$ cat src/rtl/bpmf_pkg.sv
`timescale 1ns / 1ps
`default_nettype none

package bpmf_pkg;

    // fixed field widths
    localparam int BYTE_W    = 8;
    localparam int OFFSET_W  = 48;
    localparam int LEN_W     = 5;
    localparam int CFG_W     = 64;
    localparam int CFG_IDX_W = 2;

    // the pattern registers always hold sixteen bytes
    localparam int PAT_BYTES = 16;
    localparam int PAT_IDX_W = 4;

    // input tdata: data_byte then base_offset, padded to whole bytes
    localparam int S_TDATA_W = 56;
    localparam int M_TDATA_W = 48;

    typedef enum logic [CFG_IDX_W-1:0] {
        CFG_PATTERN_LOW  = 2'd0,
        CFG_PATTERN_HIGH = 2'd1,
        CFG_PATTERN_LEN  = 2'd2
    } cfg_index_t;

    typedef logic [BYTE_W-1:0] byte_t;

endpackage

`default_nettype wire

$ cat src/rtl/byte_pattern_match_finder.sv
`timescale 1ns / 1ps
`default_nettype none
// a match appears on m_tvalid in the cycle after the byte that completes it is accepted
// one byte per cycle while unstalled, set by the single window compare and the offset adder
// a byte is taken whenever the output register is empty or is being drained in that cycle
// reset (rst_n low, asynchronous) clears the window, counters, offset, pattern registers
// and the output valid; no clearing pass is needed

module byte_pattern_match_finder #(
    parameter int MAX_PATTERN = 16
) (
    input  wire                                clk,
    input  wire                                rst_n,

    // configuration write channel
    input  wire                                cfg_valid,
    output logic                               cfg_ready,
    input  wire  [bpmf_pkg::CFG_IDX_W-1:0]     cfg_index,
    input  wire  [bpmf_pkg::CFG_W-1:0]         cfg_data,

    // byte stream in
    input  wire                                s_tvalid,
    output logic                               s_tready,
    input  wire  [bpmf_pkg::S_TDATA_W-1:0]     s_tdata,   // data_byte[7:0], base_offset[55:8]
    input  wire                                s_tuser,   // first_byte[0]

    // match offsets out
    output logic                               m_tvalid,
    input  wire                                m_tready,
    output logic [bpmf_pkg::M_TDATA_W-1:0]     m_tdata    // match_offset[47:0]
);

    localparam int CNT_W = $clog2(MAX_PATTERN + 1);

    // configuration registers
    logic [bpmf_pkg::CFG_W-1:0]  pat_low_reg;
    logic [bpmf_pkg::CFG_W-1:0]  pat_high_reg;
    logic [bpmf_pkg::LEN_W-1:0]  pat_len_reg;

    // search state
    bpmf_pkg::byte_t               recent_reg [MAX_PATTERN];
    bpmf_pkg::byte_t               window_next [MAX_PATTERN];
    logic [CNT_W-1:0]              seen_reg, seen_next;
    logic [CNT_W-1:0]              suppress_reg, suppress_next;
    logic [bpmf_pkg::OFFSET_W-1:0] cur_offset_reg, cur_offset_next;

    // output register
    logic                          out_valid_reg;
    logic [bpmf_pkg::OFFSET_W-1:0] out_offset_reg;

    // unpacked stream fields
    bpmf_pkg::byte_t               in_byte;
    logic                          in_first;
    logic [bpmf_pkg::OFFSET_W-1:0] in_base;

    logic                          in_accept;
    logic                          cfg_accept;

    bpmf_pkg::byte_t               pat_bytes [bpmf_pkg::PAT_BYTES];
    logic [bpmf_pkg::LEN_W-1:0]    eff_len;
    logic [bpmf_pkg::LEN_W-1:0]    lane_idx [MAX_PATTERN];
    logic [MAX_PATTERN-1:0]        lane_ok;
    logic                          blocked;
    logic                          hit;
    logic [bpmf_pkg::OFFSET_W-1:0] here;
    logic [bpmf_pkg::OFFSET_W-1:0] match_offset;

    assign in_byte  = s_tdata[bpmf_pkg::BYTE_W-1:0];
    assign in_base  = s_tdata[bpmf_pkg::BYTE_W +: bpmf_pkg::OFFSET_W];
    assign in_first = s_tuser;

    // configuration is always taken
    assign cfg_ready  = 1'b1;
    assign cfg_accept = cfg_valid && cfg_ready;

    // the output register is the skid point: accept while it is empty or draining
    assign s_tready  = !out_valid_reg || m_tready;
    assign in_accept = s_tvalid && s_tready;

    assign m_tvalid = out_valid_reg;
    assign m_tdata  = out_offset_reg;

    // length above the window saturates
    always_comb
    begin
        if (pat_len_reg > bpmf_pkg::LEN_W'(MAX_PATTERN))
            eff_len = bpmf_pkg::LEN_W'(MAX_PATTERN);
        else
            eff_len = pat_len_reg;
    end

    always_comb
    begin
        for (int b = 0; b < bpmf_pkg::PAT_BYTES / 2; b++)
        begin
            pat_bytes[b]     = pat_low_reg[b*bpmf_pkg::BYTE_W +: bpmf_pkg::BYTE_W];
            pat_bytes[b + 8] = pat_high_reg[b*bpmf_pkg::BYTE_W +: bpmf_pkg::BYTE_W];
        end
    end

    // shifted window, newest byte in lane 0; a first byte clears the older lanes
    always_comb
    begin
        window_next[0] = in_byte;
        for (int k = 1; k < MAX_PATTERN; k++)
            window_next[k] = in_first ? '0 : recent_reg[k-1];
    end

    // byte count saturates at the window depth
    always_comb
    begin
        if (in_first)
            seen_next = CNT_W'(1);
        else if (seen_reg < CNT_W'(MAX_PATTERN))
            seen_next = seen_reg + CNT_W'(1);
        else
            seen_next = seen_reg;
    end

    // lane j holds the byte that must equal pattern byte eff_len-1-j
    always_comb
    begin
        for (int j = 0; j < MAX_PATTERN; j++)
        begin
            lane_idx[j] = eff_len - bpmf_pkg::LEN_W'(1) - bpmf_pkg::LEN_W'(j);
            lane_ok[j]  = (bpmf_pkg::LEN_W'(j) >= eff_len) ||
                          (window_next[j] == pat_bytes[lane_idx[j][bpmf_pkg::PAT_IDX_W-1:0]]);
        end
    end

    assign blocked = !in_first && (suppress_reg != '0);

    assign hit = (eff_len != '0) &&
                 (bpmf_pkg::LEN_W'(seen_next) >= eff_len) &&
                 !blocked &&
                 (&lane_ok);

    // offset of this byte; the match starts eff_len-1 bytes earlier
    assign here            = in_first ? in_base : cur_offset_reg;
    assign cur_offset_next = here + bpmf_pkg::OFFSET_W'(1);
    assign match_offset    = cur_offset_next - bpmf_pkg::OFFSET_W'(eff_len);

    // non-overlapping: a match holds off the next eff_len-1 completions
    always_comb
    begin
        if (hit)
            suppress_next = CNT_W'(eff_len - bpmf_pkg::LEN_W'(1));
        else if (blocked)
            suppress_next = suppress_reg - CNT_W'(1);
        else
            suppress_next = '0;
    end

    always_ff @(posedge clk or negedge rst_n)
    begin
        if (!rst_n)
        begin
            pat_low_reg  <= '0;
            pat_high_reg <= '0;
            pat_len_reg  <= '0;
        end
        else if (cfg_accept)
        begin
            case (bpmf_pkg::cfg_index_t'(cfg_index))
                bpmf_pkg::CFG_PATTERN_LOW:  pat_low_reg  <= cfg_data;
                bpmf_pkg::CFG_PATTERN_HIGH: pat_high_reg <= cfg_data;
                bpmf_pkg::CFG_PATTERN_LEN:  pat_len_reg  <= cfg_data[bpmf_pkg::LEN_W-1:0];
                default:                    ;
            endcase
        end
    end

    always_ff @(posedge clk or negedge rst_n)
    begin
        if (!rst_n)
        begin
            for (int k = 0; k < MAX_PATTERN; k++)
                recent_reg[k] <= '0;
            seen_reg       <= '0;
            suppress_reg   <= '0;
            cur_offset_reg <= '0;
        end
        else if (in_accept)
        begin
            for (int k = 0; k < MAX_PATTERN; k++)
                recent_reg[k] <= window_next[k];
            seen_reg       <= seen_next;
            suppress_reg   <= suppress_next;
            cur_offset_reg <= cur_offset_next;
        end
    end

    always_ff @(posedge clk or negedge rst_n)
    begin
        if (!rst_n)
            out_valid_reg <= 1'b0;
        else if (in_accept)
            out_valid_reg <= hit;
        else if (m_tready)
            out_valid_reg <= 1'b0;
    end

    always_ff @(posedge clk)
    begin
        if (in_accept && hit)
            out_offset_reg <= match_offset;
    end

    // a completed match is always presented on the next cycle
    a_hit_shows: assert property (@(posedge clk) disable iff (!rst_n)
        (in_accept && hit) |=> (m_tvalid && (m_tdata == $past(match_offset))))
        else $error("accepted match not presented");

    // a new buffer restarts the count and drops any hold-off
    a_first_clears: assert property (@(posedge clk) disable iff (!rst_n)
        (in_accept && in_first) |=> (seen_reg == CNT_W'(1) && suppress_reg == '0))
        else $error("first byte did not restart the buffer state");

    // the count never passes the window depth and the hold-off stays below it
    a_count_bound: assert property (@(posedge clk) disable iff (!rst_n)
        (seen_reg <= CNT_W'(MAX_PATTERN)) && (suppress_reg < CNT_W'(MAX_PATTERN)))
        else $error("counter out of range");

    // the offset advances by exactly one per accepted byte without a first byte
    a_offset_step: assert property (@(posedge clk) disable iff (!rst_n)
        (in_accept && !in_first) |=>
            (cur_offset_reg == $past(cur_offset_reg) + bpmf_pkg::OFFSET_W'(1)))
        else $error("offset did not advance by one");

endmodule

`default_nettype wire
$ cat config.mk
export PLATFORM = sky130hd
export DESIGN_NAME = byte_pattern_match_finder
export DESIGN_NICKNAME = d
export VERILOG_FILES = /design/src/rtl/bpmf_pkg.sv /design/src/rtl/byte_pattern_match_finder.sv
export SDC_FILE = /design/constraint.sdc
export NUM_CORES = 1
export LEC_CHECK = 0
export BUFFER_PORTS_ARGS = -buffer_cell sky130_fd_sc_hd__buf_2
export CAP_MARGIN = 20
export CORE_ASPECT_RATIO = 0.75
export CORE_MARGIN = 2
export CORE_UTILIZATION = 45
export CTS_CLUSTER_SIZE = 30
export DETAILED_ROUTE_END_ITERATION = 8
export MAX_ROUTING_LAYER = met4
export PLACE_DENSITY = 0.61
export SYNTH_ARGS = -nofsm -noshare
export SYNTH_HDL_FRONTEND = slang
export SYNTH_SLANG_ARGS = --single-unit
$ cat constraint.sdc
create_clock -name clk -period 16.14 [get_ports clk]
set_input_delay 3.228 -clock clk [delete_from_list [all_inputs] [get_ports clk]]
set_output_delay 3.228 -clock clk [all_outputs]
set_load 0.05 [all_outputs]
==> summary.md, run 1 <==
| Metric | Value |
|---|---|
| Outcome | finished clean |
| VDD IR max | 86.43 uV |
| Max-slew violations | 0 |
| Initial antenna violation count | 6 |
| CTS tree | yes |
| DR DRC count | 0 |
| Synth area leaders | dfrtp_1 (28%), mux4_2 (7.6%), mux2_2 (7.1%) |
| Starting Density | approximately 46% |
| Nets | between 3000 and 4000 |
| Clk buf depth | 3 |
| Top-count cell post-synth | nand2_1 |
| DRT iter0 DRCs | around 3000 |
| Distinct cells, synth | 110 |
| Worst Path Max Fanout | 48 |
| Worst slack at placement | 7.994 ns |
| Htree depth | 2 |
| Worst slew pin tran | 1.310 ns |
| CP required | 16.35 ns |
| Multi-input gate area | 17190 um2 |
| IO Count | 179 |
| Sequential element share of the synthesized area | 33.53% |
| Core Area | about 61000 um2 |
| RSZ-0062 raised after global routing | false |
| Minimum clock period | 8.258 ns |
| Area share of the leading cell type in the synthesized netlist | 28.31% |
| Chip Height | 218.4 um |
| DP Area | 28850 um2 |
| Max reg flops | 120 |
| Proportion of layout cells with a drive suffix above 1 | 20.24% |
| Static Leak | roughly 12 nW |
| Via count | 24409 |
| GPL Wtd Cong | 1.036 |
| Worst-skew pair later-pin latency | 0.60 ns |
| Clock Skew | 0.02420 ns |
| FILL cells | 5611 |
| Min-Delay Path Class | flip-flop to flip-flop |
| Mapped cell area | between 20000 and 30000 um2 |
| Post-CTS Setup Inserts | 0 |
| Final setup vio count | 0 |
| Worst setup EP type | flip-flop |
| Max Cap Violations | 0 |
| Warnings from Yosys | 0 |
| Die X | around 290 um |
| FF/Latch Area | 9254 um2 |
| Detail Placement HPWL | 77100 um |
| Worst setup margin | 7.882 ns |
| Vias in the first global route | approximately 23000 |
| Post-detailed-route count of antenna-violating nets | 0 |
| Critical path class | flip-flop to flip-flop |
| Die area | 63310 um2 |
| Final Cell Area | 30320 um2 |
| Ys flop type | dfrtp_1 |
| Final hold violation count | 0 |
| Setup TNS | 0 ns |
| Crit path launch type | flip-flop |
| Vias per Instance | 6.391 |
| Num Clock Sinks | 360 |
| Total clock buffers created by CTS | 41 |
| Syn Nets | 3079 |
| First-pass GRT wire length | around 150000 um |
| Number of synthesized register bits | 360 |
| Most frequent cells after synthesis | nand2_1 (450), dfrtp_1 (312), o21ai_0 (200) |
| Post-synth ARST share | 86.67% |
| Clock root buffer | clkbuf_16 |
| Post-CTS Resized | 0 |
| Synth area leader | dfrtp_1 |
| FP Rows | 78 |
| Largest net degree at the start of global routing | between 100 and 150 |
| TritonRoute pass-1 iters | 7 |
| Total track usage | 32.58% |
| Fin crit share | 51.17% |
| Final core utilization | 50.12% |
| Total routed wirelength | 101300 um |
| F_max | 0.1211 GHz |
| P per Cell Area | 159.2 nW/um2 |
| IO Port Bufs | 177 |
| Synthesized instance count | approximately 2900 |
| Avg Inst Size Synth | 9.442 um2 |
| Number of synthesized flops with an enable pin | between 40 and 50 |
| Area grow syn2layout | 9.949% |
| Critical Path AT | 8.47 ns |
| Routed WL per cell | 26.52 um |
| Total power | 4.827 mW |
| Hold Buf Count CTS | 0 |
| Clk slew on worst S/H paths | about 0.06 ns |
| Remaining Overflow, GRT | 0 |
| Max_slew headroom | 12.68% |
cells by family after synthesis:
family                   count (synthesis)  share of synthesized area (%)
AO/OA/AOI/OAI                          630                          15.32
XOR/XNOR                               161                          5.167
adder cells (fa/ha/maj)                 30                          1.388
buffers and inverters                  260                          4.328
flip-flops                             360                          33.53
multiplexers                           462                          21.81
other                                    1                        0.01360
AND/OR/NAND/NOR                       1017                          18.43
worst paths after layout:
| check | start | end | slack (ns) | cells past startpoint |
|---|---|---|---|---|
| setup reg to reg | pat_len_reg[4]$_DFFE_PN0P_ | m_tdata[22]$_DFFE_PP_ | 7.88 | 17 |
| setup / recovery | pat_len_reg[4]$_DFFE_PN0P_ | m_tdata[22]$_DFFE_PP_ | 7.88 | 17 |
| min in group asynchronous | rst_n | pat_low_reg[61]$_DFFE_PN0P_ | 2.59 | 1 |
| hold / removal | recent_reg[97]$_DFFE_PN0P_ | recent_reg[97]$_DFFE_PN0P_ | 0.47 | 2 |
| max in group asynchronous | rst_n | pat_len_reg[0]$_DFFE_PN0P_ | 11.39 | 3 |
| hold reg to reg | recent_reg[97]$_DFFE_PN0P_ | recent_reg[97]$_DFFE_PN0P_ | 0.47 | 2 |
critical path, cell delays in order (launching register included):
cell and delay, ns:
dfrtp_2 0.34, buf_4 0.28, nand2b_1 0.15, buf_4 0.51, ha_2 0.44, inv_1 0.63, buf_4 0.48, ha_1 0.88
mux2i_1 0.86, nand3_1 0.28, a2111oi_0 0.48, mux2_1 0.20, o32ai_1 0.09, a221o_1 0.37, o41ai_2 0.77, nand2_1 0.31
nor2_4 0.15, buf_4 0.51
area by class of cell:
type | count | share of cell area [%]
clock inverter | 19 | 0.7963
sequential | 360 | 30.52
clock buffer | 57 | 3.986
tap | 800 | 3.301
inverter | 57 | 0.7344
multi-input combinational | 2301 | 56.68
antenna | 10 | 0.08252
timing repair buffer | 215 | 3.907
through the flow:
stage,std cells,hold WS [ns]
after CTS,3809,0.4716
after global routing,3817,0.4835
after detailed placement,3733,0.4578
after global placement,3732,0.4543
final,3819,0.4665
after floorplan,2921,0.4379
where the power goes:
part           leakage [nW]  total [mW]  internal [mW]  switching, mW
sequential             4.40        1.15           1.02          0.130
clock                 0.702        1.00          0.581          0.422
combinational          7.34        2.68          0.985           1.69
total                  12.4        4.83           2.58           2.24
per-layer routing:
metal / GRT usage (%) / share of wire (%) / vias up
li1: - / - / 10922
met1: 47.09 / 45 / 12193
met2: 45.60 / 42 / 1140
met3: 6.966 / 10 / 154
met4: 9.583 / 3.0 / 0
met5: - / 0 / -
cells in the final DEF, fill, tap and decap left out, drive strengths merged, types with 12 or more instances in the layout:
cell type and count:
a211o 18, ha 29, clkinv 12, a221oi 15, mux2i 193, nand3 72
and2 12, dfrtp 312, a22oi 25, or3 15, mux2 176, clkbuf 57
xnor2 102, nand2b 36, nor2b 46, nor3 48, o21ai 216, edfxtp 48
o22ai 15, a31oi 12, buf 215, a211oi 47, nand4 25, inv 58
nor3b 17, nor4b 12, o31ai 24, mux4 93, nand2 451, xor2 59
a21o 16, nand3b 21, nor2 157, a21oi 85, and3b 35, nor4 19
o221ai 23, o211ai 19
No activity file was read; power rests on OpenSTA's default activity.
==> run 2: changes to the inputs <==
==> constraint.sdc (replaced) <==
create_clock -name clk -period 8.5 [get_ports clk]
set_input_delay 1.7 -clock clk [delete_from_list [all_inputs] [get_ports clk]]
set_output_delay 1.7 -clock clk [all_outputs]
set_load 0.05 [all_outputs]
==> run 2 against run 1 <==
  * Total power rose by 89%
  * Maximum frequency rose by 14%
  * Cell count did not move
  * Die area did not move
  * Clock power rose by 88%
  * Hold slack improved by 0.0030 ns
==> summary.md, run 2 (synthesized netlist as in run 1, its figures left out) <==
| Metric | Value |
|---|---|
| Outcome | finished clean |
| RSZ-0062 raised after global routing | false |
| Starting Density | 45.58% (unchanged) |
| Psw | 4.202 mW (+87%) |
| Detail Placement HPWL | 75640 um (-1.9%) |
| VDD IR max | 154.6 uV (+79%) |
| P per Cell Area | 300.2 nW/um2 (+89%) |
| F_max | 0.1381 GHz (+14%) |
| GPL Wtd Cong | 1.072 (+3.5%) |
| Worst setup EP type | flip-flop |
| Critical path class | flip-flop to flip-flop |
| Routed wl met3 | 10730 um (+2.6%) |
| Worst Path Max Fanout | 48 (unchanged) |
| Clock Skew | 0.02258 ns (-0.001622 ns) |
| Routed WL per cell | 26.30 um (-0.81%) |
| Initial antenna violation count | 4 (-2) |
| Vias in the first global route | 22912 (+0.083%) |
| TritonRoute pass-1 iters | 9 (+2) |
| CP required | 8.72 ns (-7.63 ns) |
| Clock network fraction of total power | 20.7% (about the same) |
| M1 wire length | 44630 um (-2.1%) |
| Worst setup margin | 1.261 ns (-6.621 ns) |
| Final core utilization | 50.17% (+0.054 points) |
| Most frequent cells in the layout | nand2_1 (449), dfrtp_1 (310), o21ai_0 (200) |
| Area grow syn2layout | 10.07% |
| Final setup vio count | 0 (unchanged) |
| Num Clock Sinks | 360 (unchanged) |
| Chip Height | 218.4 um (unchanged) |
| Htree depth | 2 (unchanged) |
| R2R Path End | m_tdata[46]$_DFFE_PP_ |
| DR DRC count | 0 (unchanged) |
| Setup TNS | 0 ns (unchanged) |
| Hold-critical path depth | 2 (unchanged) |
| Clk buf depth | 3 (unchanged) |
| First-pass GRT wire length | 149800 um (-0.68%) |
| Max_slew headroom | 14.00% (+1.3 points) |
| Static Leak | 12.46 nW (+0.21%) |
| Remaining Overflow, GRT | 0 (unchanged) |
| Commonest non-fill, non-tap cell in the layout | nand2_1 |
| Worst-skew pair later-pin latency | 0.60 ns (about the same) |
| DRT iter0 DRCs | 3656 (+22%) |
| R2R cell count | 14 (-3) |
| P_int | 4.910 mW (+90%) |
| IO Count | 179 (unchanged) |
| Post-detailed-route count of antenna-violating nets | 0 (unchanged) |
| Max reg flops | 120 (unchanged) |
| Core Area | 60510 um2 (unchanged) |
| Max Cap Violations | 0 (unchanged) |
| Via count | 24691 (+1.2%) |
| Reg-to-Reg Start | pat_len_reg[4]$_DFFE_PN0P_ |
| Critical Path, Cell by Cell | nand2b_1 -> ha_2 -> inv_1 -> ha_1 -> mux2i_1 -> o21ai_1 -> a2111oi_0 -> mux2_1 -> o32ai_1 -> a221o_1 -> o41ai_2 -> nand2_1 -> nor2_4 -> buf_4 |
| Die area | 63310 um2 (unchanged) |
| Switching Fraction | 46.12% (-0.35 points) |
| Final hold violation count | 0 (unchanged) |
| Wire length on met2 | 41950 um (-0.50%) |
| Vias per Instance | 6.465 (+1.2%) |
| Post-CTS Setup Inserts | 0 (unchanged) |
| Total track usage | 32.20% (-0.38 points) |
| FP Rows | 78 (unchanged) |
| Die X | 289.9 um (unchanged) |
| Min Hold Slack | 0.4695 ns (+0.002992 ns) |
| Max-slew violations | 0 (unchanged) |
| Nets | 3141 (+0.22%) |
| Worst slew pin tran | 1.290 ns (-0.01977 ns) |
| Seq pwr share | 24.0% (+0.2 points) |
| Proportion of layout cells with a drive suffix above 1 | 20.44% (+0.21 points) |
| Hold Buf Count CTS | 0 (unchanged) |
| DR top layer | met4 |
| Total clock buffers created by CTS | 41 (unchanged) |
| Crit path launch type | flip-flop |
| Comb pwr share | 55.3% (about the same) |
| Critical Path AT | 7.46 ns (-1.01 ns) |
| Total routed wirelength | 100500 um (-0.81%) |
| Worst Hold End | cur_offset_reg[31]$_DFFE_PN0P_ |
| Worst slack at placement | 1.682 ns (-6.312 ns) |
| Post-CTS Resized | 0 (unchanged) |
| Minimum clock period | 7.239 ns (-1.019 ns) |
| IO Port Bufs | 177 (unchanged) |
| Slowest-stage cell, CP | ha_1 |
| CTS tree | yes |
| Max incr delay on CP | 1.00 ns (+0.12 ns) |
| Min-Delay Path Class | flip-flop to flip-flop |
| Fin crit share | 85.16% (+34 points) |
| Critical hold path startpoint | cur_offset_reg[31]$_DFFE_PN0P_ |
| Reg2reg setup slack | 1.26 ns (-6.62 ns) |
| Clock root buffer | clkbuf_16 |
| Clk slew on worst S/H paths | 0.06 ns (about the same) |
| Largest net degree at the start of global routing | 255 (+120%) |
run 2: cell count changes in the layout (fill, tap and decap cells not counted), sizes merged:
cell / previous run / this run
clkinv: 12 / 6
clkinvlp: 3 / 5
inv: 58 / 60
buf: 215 / 221
diode: 10 / 6
run 2: metrics by stage:
stage                     instance area, um2  cells  power (mW)
after detailed placement               28920   3738       7.019
after global placement                 28920   3738       6.947
after CTS                              30330   3811       8.937
after floorplan                        27580   2921       5.463
final                                  30360   3819       9.113
after global routing                   30360   3819       9.478
run 2: layout make-up:
class                           instances  area (um2)
Antenna cell                            6       15.01
Clock buffer                           56        1204
Clock inverter                         17       207.7
Fill cell                            5608       30150
Inverter                               57       222.7
Multi-Input combinational cell       2301       17180
Sequential cell                       360        9254
Tap cell                              800        1001
Timing Repair Buffer                  222        1272
run 2: how the worst max path moves through the flow:
| stage | depth (start not counted) | end | startpoint |
|---|---|---|---|
| 2_1_floorplan | 26 | m_tdata[0]$_DFFE_PP_ | s_tuser |
| 3_3_place_gp | 14 | m_tdata[47]$_DFFE_PP_ | pat_len_reg[4]$_DFFE_PN0P_ |
| 3_5_place_dp | 14 | m_tdata[46]$_DFFE_PP_ | pat_len_reg[4]$_DFFE_PN0P_ |
| 4_1_cts | 14 | m_tdata[44]$_DFFE_PP_ | pat_len_reg[4]$_DFFE_PN0P_ |
| 5_1_grt | 14 | m_tdata[46]$_DFFE_PP_ | pat_len_reg[4]$_DFFE_PN0P_ |
| 6_report | 14 | m_tdata[46]$_DFFE_PP_ | pat_len_reg[4]$_DFFE_PN0P_ |
run 2: critical path, delay by kind of cell, from the launching register on:
kind,cells,cell delay (ns)
buffers and inverters,2,1.00
AO/OA/AOI/OAI,5,2.08
multiplexers,2,0.77
flip-flops,1,0.59
AND/OR/NAND/NOR,3,0.75
adder cells (fa/ha/maj),2,1.60
run 2: power by group through the flow:
stage	Combinational (mW)	Clock [mW]	Sequential [mW]
after floorplan	3.37	0	2.10
after global placement	4.75	0	2.20
after detailed placement	4.81	0	2.21
after CTS	4.84	1.92	2.18
after global routing	5.27	2.00	2.21
final	5.04	1.88	2.19
run 2: layer usage:
layer | global-route usage [%] | up-vias
met5 | - | -
met4 | 9.462 | 0
met3 | 7.058 | 185
met2 | 45.21 | 1343
met1 | 46.34 | 12250
li1 | - | 10913
